[config.mk]
export PLATFORM = sky130hd
export DESIGN_NAME = rv2q_sqrt_cell
export DESIGN_NICKNAME = d
export VERILOG_FILES = /design/src/sv/rv2q_pkg.sv /design/src/sv/rv2q_sqrt_cell.sv
export SDC_FILE = /design/constraint.sdc
export NUM_CORES = 1
export LEC_CHECK = 0
export ABC_AREA = 1
export BUFFER_PORTS_ARGS = -buffer_cell sky130_fd_sc_hd__buf_4
export CAP_MARGIN = 20
export CORE_UTILIZATION = 41
export CTS_BUF_LIST = sky130_fd_sc_hd__clkbuf_16
export DETAILED_ROUTE_END_ITERATION = 10
export PLACE_DENSITY = 0.66
export SLEW_MARGIN = 20
export SYNTH_ARGS = -nofsm -noshare
export SYNTH_HDL_FRONTEND = slang
export SYNTH_SLANG_ARGS = --single-unit
[constraint.sdc]
create_clock -name clk -period 0.8 [get_ports clk]
set_input_delay 0 -clock clk [delete_from_list [all_inputs] [get_ports clk]]
set_output_delay 0 -clock clk [all_outputs]
set_load 0.01 [all_outputs]
[src/sv/rv2q_pkg.sv]
// ----------------------------------------------------------------------------
// rv2q_pkg: shared types and constants
// Fixed-point formats, CORDIC angle table and the pipeline token layout.
// ----------------------------------------------------------------------------
package rv2q_pkg;

	localparam int InWidth   = 32;
	localparam int SumWidth  = 66;
	localparam int RootWidth = 33;
	localparam int Steps     = 30;
	localparam int DivBits   = 31;

	localparam logic signed [35:0] OneQ30    = 36'sd1073741824;
	localparam logic signed [35:0] CordGain  = 36'sd652032874;
	localparam logic [33:0]        HalfPiQ30 = 34'd1686629713;

	typedef logic signed [35:0] cord_t;

	// Payload of one input transaction
	typedef struct packed {
		logic signed [31:0] rot_x;
		logic signed [31:0] rot_y;
		logic signed [31:0] rot_z;
	} rv_t;

	// Payload of one result transaction
	typedef struct packed {
		logic signed [31:0] quat_x;
		logic signed [31:0] quat_y;
		logic signed [31:0] quat_z;
		logic signed [31:0] quat_w;
	} quat_t;

	// Square-root cell token
	typedef struct packed {
		logic              vld;
		logic [SumWidth-1:0] rem;
		logic [RootWidth-1:0] root;
		logic [2:0][31:0]  mag;
		logic [2:0]        neg;
		logic              zero;
	} sq_tok_t;

	// CORDIC cell token
	typedef struct packed {
		logic              vld;
		cord_t             x;
		cord_t             y;
		cord_t             z;
		logic [1:0]        quad;
		logic [31:0]       r;
		logic [2:0][31:0]  mag;
		logic [2:0]        neg;
		logic              zero;
	} cd_tok_t;

	// Division cell token, three lanes share one divisor
	typedef struct packed {
		logic              vld;
		logic [2:0][63:0]  num;
		logic [2:0][31:0]  quo;
		logic [31:0]       r;
		logic [2:0]        neg;
		logic signed [31:0] cosv;
		logic              zero;
	} dv_tok_t;

	function automatic logic signed [35:0] atan_q30(input int i);
		logic signed [35:0] t;
		t = 36'sd0;
		case (i)
			0: t = 36'sd843314857;  1: t = 36'sd497837829;
			2: t = 36'sd263043837;  3: t = 36'sd133525159;
			4: t = 36'sd67021687;   5: t = 36'sd33543516;
			6: t = 36'sd16775851;   7: t = 36'sd8388437;
			8: t = 36'sd4194283;    9: t = 36'sd2097149;
			default: t = (i < 30) ? (36'sd1 <<< (30 - i)) : 36'sd0;
		endcase
		return t;
	endfunction

endpackage

[src/sv/rv2q_sqrt_cell.sv]
// ----------------------------------------------------------------------------
// rv2q_sqrt_cell: one digit of the integer square root
// Decides one root bit per cycle while en is high and hands the token on.
// ----------------------------------------------------------------------------
module rv2q_sqrt_cell (
	input  logic              clk,
	input  logic              arst_n,
	input  logic              en,
	input  logic [5:0]        bit_idx,
	input  rv2q_pkg::sq_tok_t tok_in,
	output rv2q_pkg::sq_tok_t tok_out
);
	import rv2q_pkg::*;

	logic [SumWidth-1:0] trial;
	sq_tok_t nxt;

	// Try root bit bit_idx: subtract 2*root*2^bit_idx + 4^bit_idx
	always_comb begin
		nxt   = tok_in;
		trial = ({{(SumWidth-RootWidth){1'b0}}, tok_in.root} << (bit_idx + 6'd1))
			| (SumWidth'(1) << {bit_idx, 1'b0});
		if (tok_in.rem >= trial) begin
			nxt.rem  = tok_in.rem - trial;
			nxt.root = tok_in.root | (RootWidth'(1) << bit_idx);
		end
	end

	// Advance the token
	always_ff @(posedge clk or negedge arst_n) begin
		if (!arst_n) begin
			tok_out <= '0;
		end else if (en) begin
			tok_out <= nxt;
		end
	end
endmodule

=== After elaboration in Yosys (flattened, before gate mapping) ===
Index checks and enable logic that the tools add are counted.

* Memory bits (writable): 0
* Memories: 0
* Latch bits: 0
* Input port bits: 209
* Output and inout bits: 200
* Word-level logic and storage cells: 17
* Memory bits (read-only): 0
* Bits in registers: 200

* Bitwise logic cells: 2
* Multiply operators: 0
* $add $sub $neg: 2
* Multiplexer cells: 1
* Div/mod/pow operators: 0
* Shift operators: 3
* Reductions and logical operators: 0
* $lt $le $gt $ge: 1
* Equality and inequality tests: 0

{| class="wikitable"
|+ Operator list
! cell !! count
|-
| $mux 99 || 1
|-
| $ge 66x66->1 || 1
|-
| $or 66x66->66 || 1
|-
| $shl 1x7->66 const A || 1
|-
| $shl 33x6->66 || 1
|-
| $sub 66x66->66 || 1
|-
| $or 33x33->33 || 1
|-
| $shl 1x6->33 const A || 1
|-
| $add 6x1->6 const B || 1
|}

=== Longest topological paths before layout ===
* Depth in word-level cells: 5
* Mapped depth: 35
* Gate-level depth less buffers: 30

=== Least setup slack after synthesis ===
Ideal clock, no wire load.

* Path kind: in2reg
* From: input bit_idx[0]
* To: register tok_out[181] (netlist bit)
* Data required time: 0.682 ns
* Arrival time: 3.542 ns
* Setup time: 0.118 ns
* Slack: -2.860 ns
* Path buffers: 7
* Stages on the path: 26
* Path through: buf_2 -> inv_2 -> buf_2 -> ha_1 -> buf_2 -> inv_1 -> buf_2 -> buf_2 -> o21ai_0 -> nand2_1 -> o21ai_0 -> nand2_1 -> nand2_1 -> o21ai_0 -> a21oi_1 -> ha_1 -> a21oi_1 -> nor2_1 -> o21ai_1 -> o211ai_1 -> nor3_4 -> buf_6 -> buf_6 -> nand3b_1 -> nand3_1 -> nand2_1

* Cells in the longest elaborated chain, start to end: 5
* Elaborated cells on any way between the ends: 7
* Classes of those cells: add/sub: 2; order compare: 1; shift: 2; mux: 1; bitwise: 1

{| class="wikitable"
|+ RTL lines
! element !! RTL line !! RTL
|-
| start: declaration || rv2q_sqrt_cell.sv:9 || <nowiki>input logic [5:0] bit_idx,</nowiki>
|-
| $add 6x1->6 || rv2q_sqrt_cell.sv:21 || <nowiki>trial = ({{(SumWidth-RootWidth){1'b0}}, tok_in.root} << (bit_idx + 6'd1))</nowiki>
|-
| $shl 33x6->66 || rv2q_sqrt_cell.sv:21 ||
|-
| $or 66x66->66 * || rv2q_sqrt_cell.sv:22 || <nowiki>| (SumWidth'(1) << {bit_idx, 1'b0});</nowiki>
|-
| $sub 66x66->66 / $ge 66x66->1 (equally long branches) || rv2q_sqrt_cell.sv:24, rv2q_sqrt_cell.sv:23 ||
|-
| $mux 99 * || rv2q_sqrt_cell.sv:23 || <nowiki>if (tok_in.rem >= trial) begin</nowiki>
|-
| end signal: assignment || rv2q_sqrt_cell.sv:34 || <nowiki>tok_out <= nxt;</nowiki>
|-
| end: declaration || rv2q_sqrt_cell.sv:11 || <nowiki>output rv2q_pkg::sq_tok_t tok_out</nowiki>
|}

Every way passes the cells marked *; elsewhere a longest branch is shown, timed or not.
A chain may end at the register's enable or synchronous reset.

=== Worst setup path in the final report ===
* From: input bit_idx[0]
* To: register tok_out[170] (netlist bit)

Same word-level chain as after synthesis.

==> metrics.md <==
| Metric | Value |
|---|---|
| R2R Setup Slk | `-0.03 ns` |
| FILL cells | `between 3,000 and 4,000` |
| Detail Route Antenna Nets | `0` |
| Critical R2R Capture | `tok_out[12]` |
| Tcrit/Tclk final | `414.6%` |
| Combinational fraction of design power | `59.9%` |
| #FFs+latches synth | `200` |
| Asr flop ratio synth | `100.0%` |
| Htree depth | `4` |
| Die footprint | `around 44,000 sq um` |
| Final nets | `around 4,400` |
| Vias | `25,240` |
| Root buffer cell | `clkbuf_16` |
| Hold endpoint | `tok_out[74]` |
| Largest net degree at the start of global routing | `85` |
| Initial Utilization | `41.90%` |
| Mapped Cells | `between 2,000 and 3,000` |
| Tot GR Track Use | `between 40% and 50%` |
| Synth Warn # | `0` |
| Peak VDD IR | `just under 2 mV` |
| Final Worst Setup Slack | `-2.516 ns` |
| Regs by FF count | `tok_out (200)` |
| Clk_lat worst skew | `0.52 ns` |
| Pint | `approximately 32 mW` |
| Worst hold stages | `4` |
| Largest register FFs | `200` |
| Critical Path AT | `about 3.7 ns` |
| Post-synthesis sequential area ratio | `roughly 28%` |
| Crit Reg-Reg Startpoint | `tok_out[12]` |
| Leakage power | `around 17 nW` |
| Die span in x | `about 210 um` |
| Layout Skew | `0 ns` |
| FF-to-FF path depth | `2` |
| Sequential group share of total power | `around 23%` |
| Syn Area/Cell | `roughly 6.0 sq um` |
| IO Port Bufs | `between 400 and 500` |
| Vias per cell | `roughly 5.4` |
| Crit path time final | `3.316 ns` |
| Status | `finished, violations left` |
| Final Max Tran Viols | `0` |
| Predominant post-synthesis flop cell | `dfrtp_1` |
| Die Span Y | `between 200 and 250 um` |
| First-pass GRT wire length | `roughly 140,000 um` |
| Critical path data required time | `between 1 and 1.5 ns` |
| Worst setup EP type | `flop` |
| Post-synth top area cell | `dfrtp_1` |
| Vias in the first global route | `24,900` |
| Clock Power Share | `between 15 and 20%` |
| Hold Violations, Final | `19` |
| Final hold slack | `-0.03171 ns` |
| Clock buffer depth | `2` |
| Grt total ovfl | `0` |
| Top reg by flops | `tok_out` |
| Final GP Congestion | `about 1.1` |
| Pre-CTS worst setup slack | `-3.603 ns` |
| CTS sink cnt | `200` |
| Pwr dens | `1742 nW/um^2` |
| CP startpoint kind | `input port` |
| Final setup vio count | `362` |
| Worst Path Max Fanout | `8` |
| HPWL Detailed | `roughly 70,000 um` |
| Num CTS Buffers | `17` |
| Residual DRC | `0` |
| Core area | `between 40,000 and 50,000 sq um` |
| Worst min-delay path startpoint | `en` |
| Failing checks | `negative hold slack, negative setup slack` |
| DR iter-0 viols | `about 2,800` |
| Synth top area share | `between 20% and 30%` |
| IO Count | `409` |
| Critical path type | `input port to flop` |
| FP Rows | `75` |
| Switching power of the nets | `24.07 mW` |
| TritonRoute pass-1 iters | `6` |
| RSZ-0062 raised after global routing | `yes` |
| Final Power | `about 56 mW` |
| Max_cap viols | `0` |
| Fmax | `0.3015 GHz` |
| Initial antenna violation count | `8` |
| WL per Instance | `21.35 um` |
| Share of cells above drive strength 1 | `between 30% and 40%` |
| Hold Path Class | `input port to flop` |
| Syn-to-layout area delta | `80.95%` |
| Synthesized Nets | `~3,200` |
| CTS tree | `yes` |
| Yosys cell types | `53` |
| Routed Wire Length | `slightly below 100,000 um` |
| Mapped Area | `between 15,000 and 20,000 sq um` |
| Worst-margin pin slew | `between 0.6 and 0.7 ns` |
| Largest cells by area after synthesis | `dfrtp_1 (28%), nand2_1 (27%), inv_1 (7.0%), nor2_1 (5.5%), ha_1 (5.1%)` |
| EDFF count, synth | `0` |
| Slew margin rel. | `between 50% and 60%` |
| Net Sw Frac | `43.16%` |
| Worst-path clk slew | `~0.090 ns` |
-- cell families (layout without fill, tap and decap cells) --
family | count (synthesis) | count (layout) | synth area share, %
compound gates | 267 | 267 | 8.330
xor+xnor | 41 | 41 | 2.178
fa+ha+maj | 73 | 73 | 5.205
buf+inv | 471 | 1631 | 10.91
flops | 200 | 200 | 28.29
mux | 13 | 13 | 0.7354
other cells | 0 | 8 | 0
simple gates | 1884 | 1884 | 44.35
-- synth_stat cells, types with 2 or more instances --
cell	number
a21boi_0	2
a21o_1	3
a21oi_1	103
a21oi_2	14
a31o_2	2
a31oi_1	8
and2_1	6
buf_1	4
buf_2	30
buf_4	6
buf_6	10
clkbuf_1	60
clkinv_1	5
dfrtp_1	200
ha_1	72
inv_1	332
inv_2	22
mux2i_1	13
nand2_1	1292
nand2_2	14
nand3_1	169
nand3_2	2
nand3b_1	81
nand4_1	8
nor2_1	257
nor2_2	10
nor2_4	7
nor3_1	19
o211ai_1	3
o21ai_0	89
o21ai_1	17
o21bai_1	3
o22ai_1	17
or2_1	3
or2_2	11
xnor2_1	38
-- worst max-delay path: stages --
cell,delay (ns)
buf_12,0.10
inv_8,0.04
ha_4,0.29
buf_12,0.16
buf_12,0.14
nand3_2,0.07
o21ai_2,0.09
or2_4,0.16
o21ai_4,0.06
mux2i_4,0.23
buf_4,0.16
o22ai_2,0.06
nor3_4,0.29
ha_4,0.27
buf_4,0.14
nand2_1,0.06
nand2_1,0.09
inv_1,0.08
nand2_1,0.11
inv_1,0.10
nand2_1,0.17
a21oi_1,0.20
nand3_2,0.15
xnor2_2,0.20
nand2_1,0.11
nand3_1,0.10
nand2_1,0.10
-- power groups by stage --
stage,combinational [mW],clock (mW),sequential [mW]
after detailed placement,25.3,0,12.7
after global routing,35.3,9.91,12.9
after CTS,30.8,9.53,12.6
after global placement,25.0,0,12.7
final,33.4,9.58,12.8
after floorplan,11.5,0,13.3
-- stage by stage --
step                      cells  util (%)  TNS (ns)  hold WS [ns]  instance area, sq um
after floorplan            2949         -   -240.72       -0.2956                 17930
after global placement     4352     60.56   -340.40      -0.05170                 25570
after detailed placement   4352     60.56   -347.74      -0.04842                 25570
after CTS                  4639     73.70   -286.68      -0.04274                 31120
after global routing       4652     75.79   -314.07      0.004797                 32010
final                      4656     75.82   -299.42      -0.03171                 32020
-- worst max-delay path by stage --
stage,startpoint,to,slack [ns],depth (start not counted)
floorplan,bit_idx[0],tok_out[181],-2.48,28
global placement,bit_idx[0],tok_out[183],-3.55,21
detailed placement,bit_idx[0],tok_out[152],-3.60,21
CTS,bit_idx[0],tok_out[196],-2.32,30
global route,bit_idx[0],tok_out[194],-2.61,31
finish,bit_idx[0],tok_out[170],-2.52,27
-- placed cells by master (no fill, tap or decap), types with 19 or more instances in the layout --
cell,count
nand3b_1,81
buf_4,897
nand3_2,35
a21oi_1,57
ha_4,57
inv_1,322
buf_12,34
dlygate4sd3_1,203
o21ai_4,19
o21ai_1,25
nand2_2,83
buf_6,76
inv_2,27
xnor2_1,31
nor2_2,51
nand3_1,131
nand2_1,1190
o21ai_2,49
nor2_1,197
clkbuf_16,19
dfrtp_1,198
nor2_4,26
nand2_4,34
a21oi_2,42
-- what timing repair did --
item | CTS | global route
pin swaps | 108 | 89
hold endpoints to repair | 399 | 0
endpoints found under the setup margin | 299 | 364
buffers inserted | 41 | 15
gates resized for setup | 501 | 200
cloned | 19 | 2
hold buffers | 204 | 0
-- final cells by class --
class                   instances  area, sq um  share of cell area [%]
diodes                          8        20.02                 0.06253
clock buffers                  17        425.4                   1.329
clock inverters                15        181.4                  0.5667
inverters                     359         1379                   4.307
multi-input cells            2278        13370                   41.77
flip-flops and latches        200         5007                   15.64
well taps                     539        674.4                   2.106
repair buffers               1238        10930                   34.15
repair inverters                2        22.52                 0.07035
-- per-layer routing --
layer  share of wire, %  global-route usage [%]
met1                 39                   52.97
met2                 45                   70.60
met3                8.5                   8.559
met4                7.4                   28.62
met5              0.019                       0
(Power assumes the default switching activity.)
