<file path="src/sv/rv2q_pkg.sv">
// ----------------------------------------------------------------------------
// rv2q_pkg: shared types and constants
// Fixed-point formats, CORDIC angle table and the pipeline token layout.
// ----------------------------------------------------------------------------
package rv2q_pkg;

	localparam int InWidth   = 32;
	localparam int SumWidth  = 66;
	localparam int RootWidth = 33;
	localparam int Steps     = 30;
	localparam int DivBits   = 31;

	localparam logic signed [35:0] OneQ30    = 36'sd1073741824;
	localparam logic signed [35:0] CordGain  = 36'sd652032874;
	localparam logic [33:0]        HalfPiQ30 = 34'd1686629713;

	typedef logic signed [35:0] cord_t;

	// Payload of one input transaction
	typedef struct packed {
		logic signed [31:0] rot_x;
		logic signed [31:0] rot_y;
		logic signed [31:0] rot_z;
	} rv_t;

	// Payload of one result transaction
	typedef struct packed {
		logic signed [31:0] quat_x;
		logic signed [31:0] quat_y;
		logic signed [31:0] quat_z;
		logic signed [31:0] quat_w;
	} quat_t;

	// Square-root cell token
	typedef struct packed {
		logic              vld;
		logic [SumWidth-1:0] rem;
		logic [RootWidth-1:0] root;
		logic [2:0][31:0]  mag;
		logic [2:0]        neg;
		logic              zero;
	} sq_tok_t;

	// CORDIC cell token
	typedef struct packed {
		logic              vld;
		cord_t             x;
		cord_t             y;
		cord_t             z;
		logic [1:0]        quad;
		logic [31:0]       r;
		logic [2:0][31:0]  mag;
		logic [2:0]        neg;
		logic              zero;
	} cd_tok_t;

	// Division cell token, three lanes share one divisor
	typedef struct packed {
		logic              vld;
		logic [2:0][63:0]  num;
		logic [2:0][31:0]  quo;
		logic [31:0]       r;
		logic [2:0]        neg;
		logic signed [31:0] cosv;
		logic              zero;
	} dv_tok_t;

	function automatic logic signed [35:0] atan_q30(input int i);
		logic signed [35:0] t;
		t = 36'sd0;
		case (i)
			0: t = 36'sd843314857;  1: t = 36'sd497837829;
			2: t = 36'sd263043837;  3: t = 36'sd133525159;
			4: t = 36'sd67021687;   5: t = 36'sd33543516;
			6: t = 36'sd16775851;   7: t = 36'sd8388437;
			8: t = 36'sd4194283;    9: t = 36'sd2097149;
			default: t = (i < 30) ? (36'sd1 <<< (30 - i)) : 36'sd0;
		endcase
		return t;
	endfunction

endpackage

</file>
<file path="src/sv/rv2q_cordic_cell.sv">
// ----------------------------------------------------------------------------
// rv2q_cordic_cell: one CORDIC micro-rotation
// Rotates by +-atan(2^-step_idx) and hands the token on.
// ----------------------------------------------------------------------------
module rv2q_cordic_cell (
	input  logic              clk,
	input  logic              arst_n,
	input  logic              en,
	input  logic [4:0]        step_idx,
	input  rv2q_pkg::cd_tok_t tok_in,
	output rv2q_pkg::cd_tok_t tok_out
);
	import rv2q_pkg::*;

	cd_tok_t nxt;

	// Rotate toward zero residual angle
	always_comb begin
		nxt = tok_in;
		if (!tok_in.z[35]) begin
			nxt.x = tok_in.x - (tok_in.y >>> step_idx);
			nxt.y = tok_in.y + (tok_in.x >>> step_idx);
			nxt.z = tok_in.z - atan_q30(int'(step_idx));
		end else begin
			nxt.x = tok_in.x + (tok_in.y >>> step_idx);
			nxt.y = tok_in.y - (tok_in.x >>> step_idx);
			nxt.z = tok_in.z + atan_q30(int'(step_idx));
		end
	end

	always_ff @(posedge clk or negedge arst_n) begin
		if (!arst_n) begin
			tok_out <= '0;
		end else if (en) begin
			tok_out <= nxt;
		end
	end
endmodule

</file>
<file path="config.mk">
export PLATFORM = sky130hd
export DESIGN_NAME = rv2q_cordic_cell
export DESIGN_NICKNAME = d
export VERILOG_FILES = /design/src/sv/rv2q_pkg.sv /design/src/sv/rv2q_cordic_cell.sv
export SDC_FILE = /design/constraint.sdc
export NUM_CORES = 1
export LEC_CHECK = 0
export ABC_AREA = 1
export BUFFER_PORTS_ARGS = -buffer_cell sky130_fd_sc_hd__buf_2
export CORE_ASPECT_RATIO = 2
export CORE_MARGIN = 4
export CORE_UTILIZATION = 30
export DETAILED_ROUTE_END_ITERATION = 10
export PLACE_DENSITY = 0.58
export SLEW_MARGIN = 30
export SYNTH_ARGS = -nofsm -noshare
export SYNTH_HDL_FRONTEND = slang
export SYNTH_SLANG_ARGS = --single-unit
export TNS_END_PERCENT = 1
</file>
<file path="constraint.sdc">
create_clock -name clk -period 0.8 [get_ports clk]
set_clock_uncertainty 0.1 [all_clocks]
set_input_delay 0.08 -clock clk [delete_from_list [all_inputs] [get_ports clk]]
set_output_delay 0.08 -clock clk [all_outputs]
set_load 0.03 [all_outputs]
</file>
Yosys cells after proc, flatten, opt, wreduce, memory -nomap -nowiden
Index checks and enable logic that the tools add are counted.
{ "classes": {"n_addsub": 7, "n_lt_le_gt_ge": 1, "n_eq_ne": 9, "shift": 3, "muxes": 5, "reduce_logical": 1} }
{ "ops": {"columns": ["operator", "count"], "rows": [
  ["$pmux 36 s10", 1],
  ["$add 36x36->36", 3],
  ["$mux 108", 1],
  ["$mux 36", 3],
  ["$sub 36x36->36", 3],
  ["$sshr 36x5->36", 2],
  ["$sshl 2x32->36 const A", 1],
  ["$eq 5x3->1 const B", 4],
  ["$eq 5x2->1 const B", 2],
  ["$eq 5x4->1 const B", 2],
  ["$sub 5x5->6 const A", 1],
  ["$eq 5x1->1 const B", 1],
  ["$logic_not 5->1", 1],
  ["$lt 5x5->1 const B", 1]
]} }
{ "totals": {"register_bits": 243} }

Logic depth before layout (Yosys ltp)
Gate-level depths: netlist of the first run.
{ "depth": {"depth_word": 7, "depth_mapped": 41, "mapped_depth_nobuf": 39} }

Worst setup path after synthesis of the first run
Ideal clock, no wire load.
{ "synth_path": {"path_kind": "in2reg", "startpoint": "in step_idx[0]", "endpoint": "reg tok_out[159] (netlist bit)", "setup_time_ns": 0.118, "t_arrival_ns": 4.124, "required_time_ns": 0.582, "slack_ns": -3.542, "path_stages": 33, "path_buffers": 2, "path_cell_list": "buf_4 > inv_2 > buf_2 > ha_1 > nand2_1 > nor2_1 > nor2_1 > inv_1 > nor2_4 > nand2_1 > a21oi_2 > ha_1 > inv_1 > nor2_1 > nand2_1 > nor2_1 > nand2_1 > nor2_1 > nand2_1 > nor2_4 > nand2_1 > nand2_1 > xor2_1 > inv_1 > ha_1 > a21o_1 > a31oi_1 > o21ai_0 > a21boi_0 > o21ai_0 > or2_2 > nand3_1 > nand2_1"} }
{ "synth_via": {"elab_chain_len": 7, "elab_cells_between_ends": 20, "cone_classes": "3 x add/sub; 1 x order compare; 9 x eq/ne; 1 x shift; 5 x mux; 1 x reduce/logical"} }
{ "synth_rtl": {"columns": ["element", "line", "rtl"], "rows": [
  ["start, declared", "rv2q_cordic_cell.sv:9", "input logic [4:0] step_idx,"],
  ["$sub 5x5->6", "rv2q_pkg.sv:77", "default: t = (i < 30) ? (36'sd1 <<< (30 - i)) : 36'sd0;"],
  ["$sshl 2x32->36", "rv2q_pkg.sv:77", null],
  ["$mux 36", "rv2q_pkg.sv:77", null],
  ["$pmux 36 s10 (*)", "rv2q_pkg.sv:71", "case (i)"],
  ["$mux 36", "rv2q_cordic_cell.sv:20", "if (!tok_in.z[35]) begin"],
  ["$sub 36x36->36 / $add 36x36->36 (equally long branches)", "rv2q_cordic_cell.sv:23, rv2q_cordic_cell.sv:27", null],
  ["$mux 108 (*)", "rv2q_cordic_cell.sv:20", null],
  ["end signal, assigned", "rv2q_cordic_cell.sv:35", "tok_out <= nxt;"],
  ["end, declared", "rv2q_cordic_cell.sv:11", "output rv2q_pkg::cd_tok_t tok_out"]
]} }
Every way passes the cells marked *; elsewhere a longest branch is shown, timed or not. The select of a mux whose other input is x is not followed.
A chain may end at the register's enable or synchronous reset.

Worst setup path in the final report of the first run
{ "layout_path": {"startpoint": "in step_idx[0]", "endpoint": "reg tok_out[238] (netlist bit)"} }
{ "layout_via": {"elab_chain_len": 3, "elab_cells_between_ends": 4, "cone_classes": "2 x add/sub; 1 x shift; 1 x mux"} }
{ "layout_rtl": {"columns": ["element", "line"], "rows": [
  ["$sshr 36x5->36 (*)", "rv2q_cordic_cell.sv:21, rv2q_cordic_cell.sv:25"],
  ["$sub 36x36->36 / $add 36x36->36 (equally long branches)", "rv2q_cordic_cell.sv:21, rv2q_cordic_cell.sv:25"],
  ["$mux 108 (*)", "rv2q_cordic_cell.sv:20"]
]} }
Every way passes the cells marked *; elsewhere a longest branch is shown, timed or not.

==> impl_results.md, run 1 <==
* Mapped Nets at 3933
* Vias per cell at 4.98
* Final hold viol count at 24
* Worst hold path stage count at 4
* Grt ovf at 0
* Metal-1 WL at 40100 um
* Tot Pwr at 73.1 mW
* Die X-Extent at 201 um
* Final setup fails at 351
* Share of synthesized flip-flops with an asynchronous set or reset at 100%
* Max stage delay on crit path at 0.30 ns
* Core Box Area at 73700 um2
* Clock transition at path regs at 0.09 ns
* Routed wl met2 at 58800 um
* CP startpoint: step_idx[0]
* IO Count at 494
* Status: finished, violations left
* Worst Hold Path EP: tok_out[134]$_DFFE_PN0P_
* Post-DP HPWL at 93700 um
* Num CTS Buffers at 25
* Max reg flops at 243
* DR iter-0 viols at 1765
* WS Path Type: in -> reg
* Storage element area at 6090 um2
* Share of cells above drive strength 1 at 39.1%
* Max Slew Vio Count at 0
* Post-synthesis cell area at 22300 um2
* Synth warnings at 0
* Max_slew headroom at 71.3%
* First-pass GRT wire length at 174000 um
* Share of the synthesized area in the top cell type at 27.3%
* CP arrival at 4.19 ns
* Avg Cell Area, Syn at 6.25 um2
* Post-place instance area at 32800 um2
* Highest clock rate at 0.263 GHz
* Fillcell total at 7107
* H-Tree Depth at 1
* EDFF count, synth at 0
* Worst Setup End Kind: flop
* VDD IR max at 1480 uV
* Largest area contributor in the netlist: dfrtp_1
* Post-route setup TNS at -387.55 ns
* Root Buffer: clkbuf_16
* CP Max Fanout at 23
* Yosys reg bits at 243
* # hold bufs at CTS at 138
* Final cycle utilization of the critical path at 475%
* Overall global routing resource usage at 28.1%
* CP Launch Type: input port
* Top Registers: tok_out: 243 flops
* Ys flop type: dfrtp_1
* RSZ-0062 raised after global routing: true
* Failing checks: hold timing, setup timing
* Synth top area cells: dfrtp_1 (27%), nand2_1 (24%), nand3_1 (10%), ha_1 (6.3%), nor2_1 (4.1%)
* # DRC at 0
* Critical Path RT at 1.19 ns
* Seq/Total Area, Yosys at 27.3%
* Hold Crit Class: in -> reg
* Initial antenna violation count at 17
* Pwr Density at 1890 nW/um2
* Final WS setup at -3.00 ns
* Post-route minimum period at 3.80 ns
* WL/cell at 19.5 um
* CTS tree: done
* Top Layer Used: met5
* Drt pass-1 iters at 5
* R2r worst-path depth at 2
* Setup WS pre-CTS at -4.31 ns
* P_leak at 20.1 nW
* Worst Hold Slack at -0.205 ns
* WL met3 at 5890 um
* Die area at 79000 um2
* Via count at 30000
* Synth unique cells at 55
* Largest net degree at the start of global routing at 89
* Worst r2r src: tok_out[141]$_DFFE_PN0P_
* Worst skew pair latency at 0.57 ns
* Vias in the first global route at 30600
* Commonest cells post-synth: nand2_1 (1406), nand3_1 (452), dfrtp_1 (243), nor2_1 (242), inv_1 (217)
* Max_cap viols at 0
* FP Rows at 141
* CTS max path bufs at 3
* R2R Setup Slk at -0.01 ns
* Final Util at 52.5%
* Top-count cell post-synth: nand2_1
* Clk sinks at 243
* Synth-to-layout area growth at 73.8%
* Slowest CP cell: ha_1
* Biggest register: tok_out
* Multi-input logic area at 16500 um2
* Cell count after synthesis at 3566
* Reg2reg end: tok_out[141]$_DFFE_PN0P_
* GP Congestion at 1.02
* Design Area, Final at 38700 um2
* Buffers on Ports at 493
* Starting Density at 30.2%
* Die height at 393 um
* Worst slew pin tran at 0.430 ns
* Post-layout net count at 5429
* Crit path top cell by count: nand3_1
* Beginning of the worst hold path: tok_in[134]
* Final ANT Viol Nets at 0
* WL final at 117000 um
-- layout by cell type (no fill, tap or decap), drive strengths merged, types with 7 or more instances in the layout --
master | netlist | layout
o211ai | 12 | 12
xor2 | 79 | 79
or2 | 40 | 40
o21bai | 9 | 9
nor3 | 28 | 28
a21o | 23 | 23
nor2 | 262 | 262
nand3 | 457 | 457
dfrtp | 243 | 243
clkbuf | 74 | 31
ha | 113 | 113
nor4 | 8 | 8
inv | 230 | 238
a21oi | 165 | 165
nand4 | 29 | 29
o21ai | 185 | 185
o221ai | 7 | 7
diode | 0 | 7
nand2 | 1416 | 1416
a31oi | 21 | 21
dlygate4sd3 | 0 | 137
buf | 65 | 1468
xnor2 | 62 | 62
-- critical path: cells and delay by family --
kind                     cells  cell delay [ns]
AO/OA/AOI/OAI                6             1.12
XOR/XNOR                     1             0.15
adder cells (fa/ha/maj)      1             0.30
buffers and inverters        5             0.75
AND/OR/NAND/NOR             15             1.77
-- area by class of cell --
type	instances	area share (%)
Timing Repair Buffer	1608	34.0
Antenna cell	7	0.0452
Multi-Input combinational cell	2952	42.7
Inverter	232	2.34
Tap cell	929	3.00
Clock buffer	28	1.72
Sequential cell	243	15.7
Clock inverter	17	0.533
-- worst max path at each step --
stage | endpoint | cells after the start
after global routing | tok_out[165]$_DFFE_PN0P_ | 35
after floorplan | tok_out[169]$_DFFE_PN0P_ | 34
after CTS | tok_out[165]$_DFFE_PN0P_ | 34
final | tok_out[238]$_DFFE_PN0P_ | 28
after global placement | tok_out[168]$_DFFE_PN0P_ | 32
after detailed placement | tok_out[168]$_DFFE_PN0P_ | 32
-- cells by family (layout without fill, tap and decap cells) --
family / after synthesis / count (layout) / share of synthesized area (%)
buf+inv: 371 / 1885 / 6.80
other cells: 0 / 7 / 0
xor+xnor: 141 / 141 / 5.58
compound gates: 444 / 444 / 11.2
flops: 243 / 243 / 27.3
fa+ha+maj: 116 / 116 / 6.62
simple gates: 2251 / 2251 / 42.5
-- per-stage QoR --
step	hold slack (ns)	instances
5_1_grt	-0.204	6013
4_1_cts	-0.225	5987
3_3_place_gp	-0.144	5779
3_5_place_dp	-0.145	5779
2_1_floorplan	-0.316	3566
6_report	-0.205	6016
-- power breakdown --
group	internal (mW)	switching (mW)	total, mW
sequential	14.6	1.96	16.6
combinational	20.2	23.2	43.4
clock	7.13	5.89	13.0
total	42.0	31.1	73.1
-- repair_timing --
item	CTS	global route
pin swaps	67	94
gates cloned	1	2
resized for setup	758	214
hold endpoints to repair	396	19
endpoints found under the setup margin	352	469
setup buffers	24	20
-- layer usage --
layer / vias up / global-route usage [%]
li1: 14700 / -
met1: 13900 / 27.6
met2: 1020 / 51.6
met3: 383 / 4.29
met4: 16 / 22.9
met5: - / 0
(Power assumes the default switching activity.)
==> inputs of run 2 (changes only) <==
--- a/config.mk
+++ b/config.mk
@@ -5,7 +5,6 @@
 export SDC_FILE = /design/constraint.sdc
 export NUM_CORES = 1
 export LEC_CHECK = 0
-export ABC_AREA = 1
 export BUFFER_PORTS_ARGS = -buffer_cell sky130_fd_sc_hd__buf_2
 export CORE_ASPECT_RATIO = 2
 export CORE_MARGIN = 4
==> run 2 against run 1 <==
  * The run still ends with hold timing, setup timing left
  * Core utilization is 0.58 points higher
  * Global-route usage up 2.3 points
  * Area after synthesis rose by 3.6%
  * Routed wire length rose by 10%
  * Clock-buffer cell count is 5 higher
  * Sequential share of layout area down 0.69 points
  * Combinational power is 14% higher
  * Total power rose by 9.1%
  * Non-clock buffer count grew 117
  * Largest cell class unchanged
  * Largest power group unchanged
==> impl_results.md, run 2 <==
* Status: finished, violations left
* Failing checks: hold timing, setup timing
* Final ANT Viol Nets at 0
* Seq/Total Area, Yosys at 26.3%
* Top Registers: tok_out: 243 flops
* Highest clock rate at 0.205 GHz
* Final hold viol count at 22
* RSZ-0062 raised after global routing: true
* Num CTS Buffers at 25
* Ys flop type: dfrtp_1
* Cell count after synthesis at 2389
* Design Area, Final at 40500 um2
* Largest area contributor in the netlist: dfrtp_1
* Biggest register: tok_out
* Worst r2r src: tok_out[240]$_DFFE_PN0P_
* WL final at 129000 um
* Worst Setup End Kind: flop
* Final cycle utilization of the critical path at 611%
* Vias in the first global route at 29400
* EDFF count, synth at 0
* Final Non-Filler Cells at 5044
* Worst hold path stage count at 3
* Worst slew pin tran at 0.883 ns
* Final setup fails at 486
* Synth-to-layout area growth at 75.4%
* Synth unique cells at 105
* Max reg flops at 243
* GP Congestion at 1.11
* IO Count at 494
* Worst path bufs/invs at 10
* Grt ovf at 0
* P_leak at 18.8 nW
* Top-count cell post-synth: mux2_2
* Synth warnings at 0
* Overall global routing resource usage at 30.4%
* Core Box Area at 76200 um2
* Post-DP HPWL at 99800 um
* CP Max Fanout at 6
* Post-layout net count at 4362
* Mapped Nets at 2756
* Avg Cell Area, Syn at 9.66 um2
* Final WS setup at -4.09 ns
* Largest net degree at the start of global routing at 49
* Worst skew pair latency at 0.59 ns
* Die area at 81700 um2
* Post-place instance area at 34300 um2
* Commonest cells post-synth: mux2_2 (261), dfrtp_1 (243), a21oi_1 (184), nand2_1 (142), nor2_1 (142)
* R2r worst-path depth at 1
* FP Rows at 143
* DR iter-0 viols at 1370
* H-Tree Depth at 1
* Most frequent cells in the layout: buf_4 (1014), buf_2 (265), buf_6 (252), dfrtp_1 (239), mux2_2 (232)
* Via count at 27100
* Clk sinks at 243
* R2R Setup Slk at -0.24 ns
* Post-synthesis cell area at 23100 um2
* CP Launch Type: input port
* Post-route minimum period at 4.89 ns
* Post-route setup TNS at -489.82 ns
* CTS max path bufs at 3
* Worst Hold Slack at -0.263 ns
* CP arrival at 5.27 ns
* Most common cell after layout, fill and taps aside: buf_4
* WL/cell at 25.6 um
* Tot Pwr at 79.7 mW
* # DRC at 0
* Crit path top cell by count: buf_4
* Clock transition at path regs at 0.07 ns
* Multi-input logic area at 17700 um2
* CTS tree: done
* Share of the synthesized area in the top cell type at 26.3%
* Drt pass-1 iters at 5
* CP top delay family: buffers and inverters
* Critical Path RT at 1.18 ns
* WS Path Type: in -> reg
* VDD IR max at 1870 uV
* Worst Hold Path EP: tok_out[134]$_DFFE_PN0P_
* Share of synthesized flip-flops with an asynchronous set or reset at 100%
* Share of cells above drive strength 1 at 56.3%
* Hold Crit Class: in -> reg
* Starting Density at 30.3%
* Reg2reg end: tok_out[240]$_DFFE_PN0P_
* Root Buffer: clkbuf_16
* Buffers on Ports at 493
* Synth top area cells: dfrtp_1 (26%), mux2_2 (13%), mux4_2 (7.0%), ha_1 (6.1%), xnor2_1 (4.5%)
* Beginning of the worst hold path: tok_in[134]
* Max stage delay on crit path at 0.47 ns
* Initial antenna violation count at 28
* Yosys reg bits at 243
* Placed cell count at 4778
* Die X-Extent at 204 um
* Storage element area at 6090 um2
* Pwr Density at 1970 nW/um2
* Vias per cell at 5.38
* Max Slew Vio Count at 0
* Max_cap viols at 0
* Max_slew headroom at 40.8%
* Fillcell total at 6924
* Slowest CP cell: mux4_2
* Die height at 400 um
* First-pass GRT wire length at 187000 um
==> run 2: worst min-delay path, delay by kind of cell <==
kind / cells / cell delay, ns
adders and majority gates: 1 / 0.11
muxes: 1 / 0.13
buffers and inverters: 1 / 0.08
==> run 2: cell type report <==
type	count	area share, %
Inverter	54	0.519
Antenna cell	18	0.111
Clock buffer	33	1.74
Sequential cell	243	15.0
Timing Repair Buffer	1725	35.3
Tap cell	1015	3.14
Clock inverter	10	0.340
Multi-Input combinational cell	1946	43.8
==> run 2: cell families (layout without fill, tap and decap cells) <==
kind of cell               after synthesis  in the layout  share of synthesized area [%]
AOI/OAI and AO/OA                      676            676                           19.8
xor gates and xnor gates               184            184                           7.01
adders and majority gates              116            116                           6.39
buffers and inverters                  200           1822                           4.21
DFF                                    243            243                           26.3
muxes                                  427            427                           24.3
other                                    0             18                              0
and+or+nand+nor                        543            543                           12.0
==> run 2: per-stage QoR <==
step           setup WS [ns]  util, %
5_1_grt                -4.23     53.1
2_1_floorplan          -4.49        -
3_5_place_dp           -5.50     45.1
3_3_place_gp           -5.50     45.1
4_1_cts                -4.02     51.7
6_report               -4.09     53.1
==> run 2: routing by layer <==
metal,GRT usage [%],part of all wire [%],wire length [um]
met1,27.9,31,40300
met2,55.5,51,66400
met3,7.33,6.3,8150
met4,24.8,11,14000
met5,0,0.086,111
==> run 2: how the worst max path moves through the flow <==
stage                           start                       end  slack, ns  cells after the start
after global placement    step_idx[0]  tok_out[241]$_DFFE_PN0P_      -5.50                     25
after floorplan           step_idx[1]  tok_out[166]$_DFFE_PN0P_      -4.49                     28
after CTS                 step_idx[0]  tok_out[241]$_DFFE_PN0P_      -4.02                     27
after detailed placement  step_idx[0]  tok_out[241]$_DFFE_PN0P_      -5.50                     25
final                     tok_in[192]  tok_out[235]$_DFFE_PN0P_      -4.09                     27
after global routing      tok_in[192]  tok_out[241]$_DFFE_PN0P_      -4.23                     25
==> run 2: what timing repair did <==
| action | in CTS | in global routing |
|---|---|---|
| endpoints found under the hold margin | 412 | 17 |
| hold buffers | 137 | 1 |
| resized for setup | 675 | 182 |
| setup buffers | 39 | 23 |
| pin swaps | 103 | 75 |
| gates cloned | 5 | 1 |
| endpoints found under the setup margin | 486 | 486 |
==> run 2: power by group <==
group / switching, mW / total, mW / internal, mW
clock network: 5.64 / 12.6 / 6.92
logic: 25.0 / 49.3 / 24.3
registers: 2.42 / 17.8 / 15.4
total: 33.1 / 79.7 / 46.6
==> inputs of run 3 (changes only) <==
--- a/config.mk
+++ b/config.mk
@@ -5,12 +5,12 @@
 export SDC_FILE = /design/constraint.sdc
 export NUM_CORES = 1
 export LEC_CHECK = 0
-export BUFFER_PORTS_ARGS = -buffer_cell sky130_fd_sc_hd__buf_2
 export CORE_ASPECT_RATIO = 2
 export CORE_MARGIN = 4
 export CORE_UTILIZATION = 30
 export DETAILED_ROUTE_END_ITERATION = 10
-export PLACE_DENSITY = 0.58
+export DONT_BUFFER_PORTS = 1
+export PLACE_DENSITY = 0.53
 export SLEW_MARGIN = 30
 export SYNTH_ARGS = -nofsm -noshare
 export SYNTH_HDL_FRONTEND = slang
==> run 3 against run 2 <==
  * The run still ends with hold timing, setup timing left
  * Global-route usage down 1.7 points
  * Worst hold slack worse by 0.68 ns
  * Worst setup slack worse by 0.0027 ns
  * Fmax about the same
  * Clock power up 13%
  * Critical endpoint is now tok_out[240]$_DFFE_PN0P_
  * Highest routed layer is now met4
==> impl_results.md, run 3 (synthesized netlist as in run 2, its figures left out) <==
* Tot Pwr at 78.2 mW
* Max_cap viols at 0
* FP Rows at 143
* Max stage delay on crit path at 0.61 ns
* Buffers on Ports at 0
* Num CTS Buffers at 28
* Share of cells above drive strength 1 at 49.9%
* Crit path top cell by count: buf_4
* Vias per cell at 5.53
* WS Path Type: in -> reg
* CP arrival at 5.30 ns
* Setup WS pre-CTS at -5.07 ns
* Fillcell total at 7018
* GP Congestion at 1.04
* CP Launch Type: input port
* Final hold viol count at 485
* CP cell instances: mux4_2 > mux2i_1 > buf_4 > a2111oi_4 > a221oi_4 > buf_4 > nand4_1 > buf_4 > nor4_4 > buf_4 > a31oi_1 > xor2_1 > ha_1 > nand4_1 > nor2_2 > a211o_1 > a32oi_1 > buf_4 > o21bai_4 > o221a_4 > o41ai_4 > mux2i_1 > a2111o_1
* Synth-to-layout area growth at 61.4%
* Die height at 400 um
* VDD IR max at 1870 uV
* # DRC at 0
* Die area at 81700 um2
* Drt pass-1 iters at 5
* P_leak at 16.6 nW
* Starting Density at 30.3%
* Largest net degree at the start of global routing at 244
* Worst path bufs/invs at 5
* Die X-Extent at 204 um
* Most common cell after layout, fill and taps aside: buf_4
* # hold bufs at CTS at 135
* Grt ovf at 0
* Post-layout net count at 3879
* WL/cell at 26.8 um
* Post-route setup TNS at -488.03 ns
* Hold Crit Class: in -> async
* Post-DP HPWL at 92900 um
* Final WS setup at -4.09 ns
* Overall global routing resource usage at 28.6%
* WL final at 122000 um
* Final setup fails at 486
* Final cycle utilization of the critical path at 611%
* R2r worst-path depth at 1
* Worst skew pair latency at 0.62 ns
* Final ANT Viol Nets at 0
* Root Buffer: clkbuf_16
* First-pass GRT wire length at 177000 um
* Worst Setup End Kind: flop
* Most frequent cells in the layout: buf_4 (814), buf_6 (263), dfrtp_1 (242), mux2_2 (232), a21oi_1 (148)
* R2R Setup Slk at -0.23 ns
* Vias in the first global route at 27500
* Clock transition at path regs at 0.08 ns
* Failing checks: hold timing, setup timing
* IO Count at 494
* Critical path depth in cells at 23
* CP Max Fanout at 143
* Core Box Area at 76200 um2
* RSZ-0062 raised after global routing: true
* Post-route minimum period at 4.89 ns
* Highest clock rate at 0.204 GHz
* DR iter-0 viols at 1264
* Worst slew pin tran at 0.774 ns
* CTS max path bufs at 3
* Top Registers: tok_out: 243 flops
* H-Tree Depth at 1
* CP top delay family: compound AO/OA/AOI/OAI gates
* Via count at 25200
* Clk sinks at 243
* Slowest CP cell: mux4_2
* Critical Path RT at 1.21 ns
* Worst Hold Slack at -0.946 ns
* Max_slew headroom at 48.0%
* Max reg flops at 243
* Status: finished, violations left
* Pwr Density at 2100 nW/um2
* Biggest register: tok_out
* CTS tree: done
* Max Slew Vio Count at 0
* Initial antenna violation count at 3
==> run 3: through the flow <==
stage	instance area (um2)	utilization (%)	cells	hold WS (ns)
finish	37300	48.9	4552	-0.946
global route	37200	48.9	4547	-0.971
CTS	36400	47.7	4535	-0.991
detailed placement	31900	41.9	4316	-0.306
global placement	31900	41.9	4316	-0.306
floorplan	23300	-	2389	-0.316
==> run 3: power breakdown <==
| group | switching, mW | internal, mW |
|---|---|---|
| registers | 2.33 | 15.4 |
| logic | 22.7 | 23.4 |
| clock network | 6.16 | 8.18 |
| total | 31.2 | 47.0 |
==> run 3: path summary, 6_finish.rpt <==
path | end | from
setup / recovery | tok_out[240]$_DFFE_PN0P_ | step_idx[0]
hold / removal | tok_out[218]$_DFFE_PN0P_ | arst_n
setup reg to reg | tok_out[240]$_DFFE_PN0P_ | tok_out[240]$_DFFE_PN0P_
hold reg to reg | tok_out[146]$_DFFE_PN0P_ | tok_out[146]$_DFFE_PN0P_
max in group asynchronous | tok_out[14]$_DFFE_PN0P_ | arst_n
min in group clk | tok_out[208]$_DFFE_PN0P_ | en
==> run 3: area by class of cell <==
type | instances | area [um2] | area share, %
Sequential cell | 243 | 6080 | 16.3
Tap cell | 1015 | 1270 | 3.41
Multi-Input combinational cell | 1946 | 17700 | 47.6
Timing Repair Buffer | 1239 | 10900 | 29.4
Antenna cell | 5 | 12.5 | 0.0336
Clock buffer | 34 | 763 | 2.05
Clock inverter | 16 | 241 | 0.648
Inverter | 54 | 224 | 0.601
==> run 3: layer usage <==
layer | GRT usage, % | wire [um] | vias to the layer above
li1 | - | - | 11300
met3 | 7.41 | 8580 | 455
met5 | 0 | 0 | -
met2 | 51.8 | 62600 | 1115
met4 | 25.4 | 13800 | 0
met1 | 25.6 | 37100 | 12300
==> run 3: timing repair <==
action / in CTS / in global routing
buffers inserted: 36 / 15
gates resized for setup: 447 / 160
pin swaps: 114 / 83
endpoints found under the hold margin: 486 / 484
endpoints found under the setup margin: 486 / 486
cloned: 0 / 0
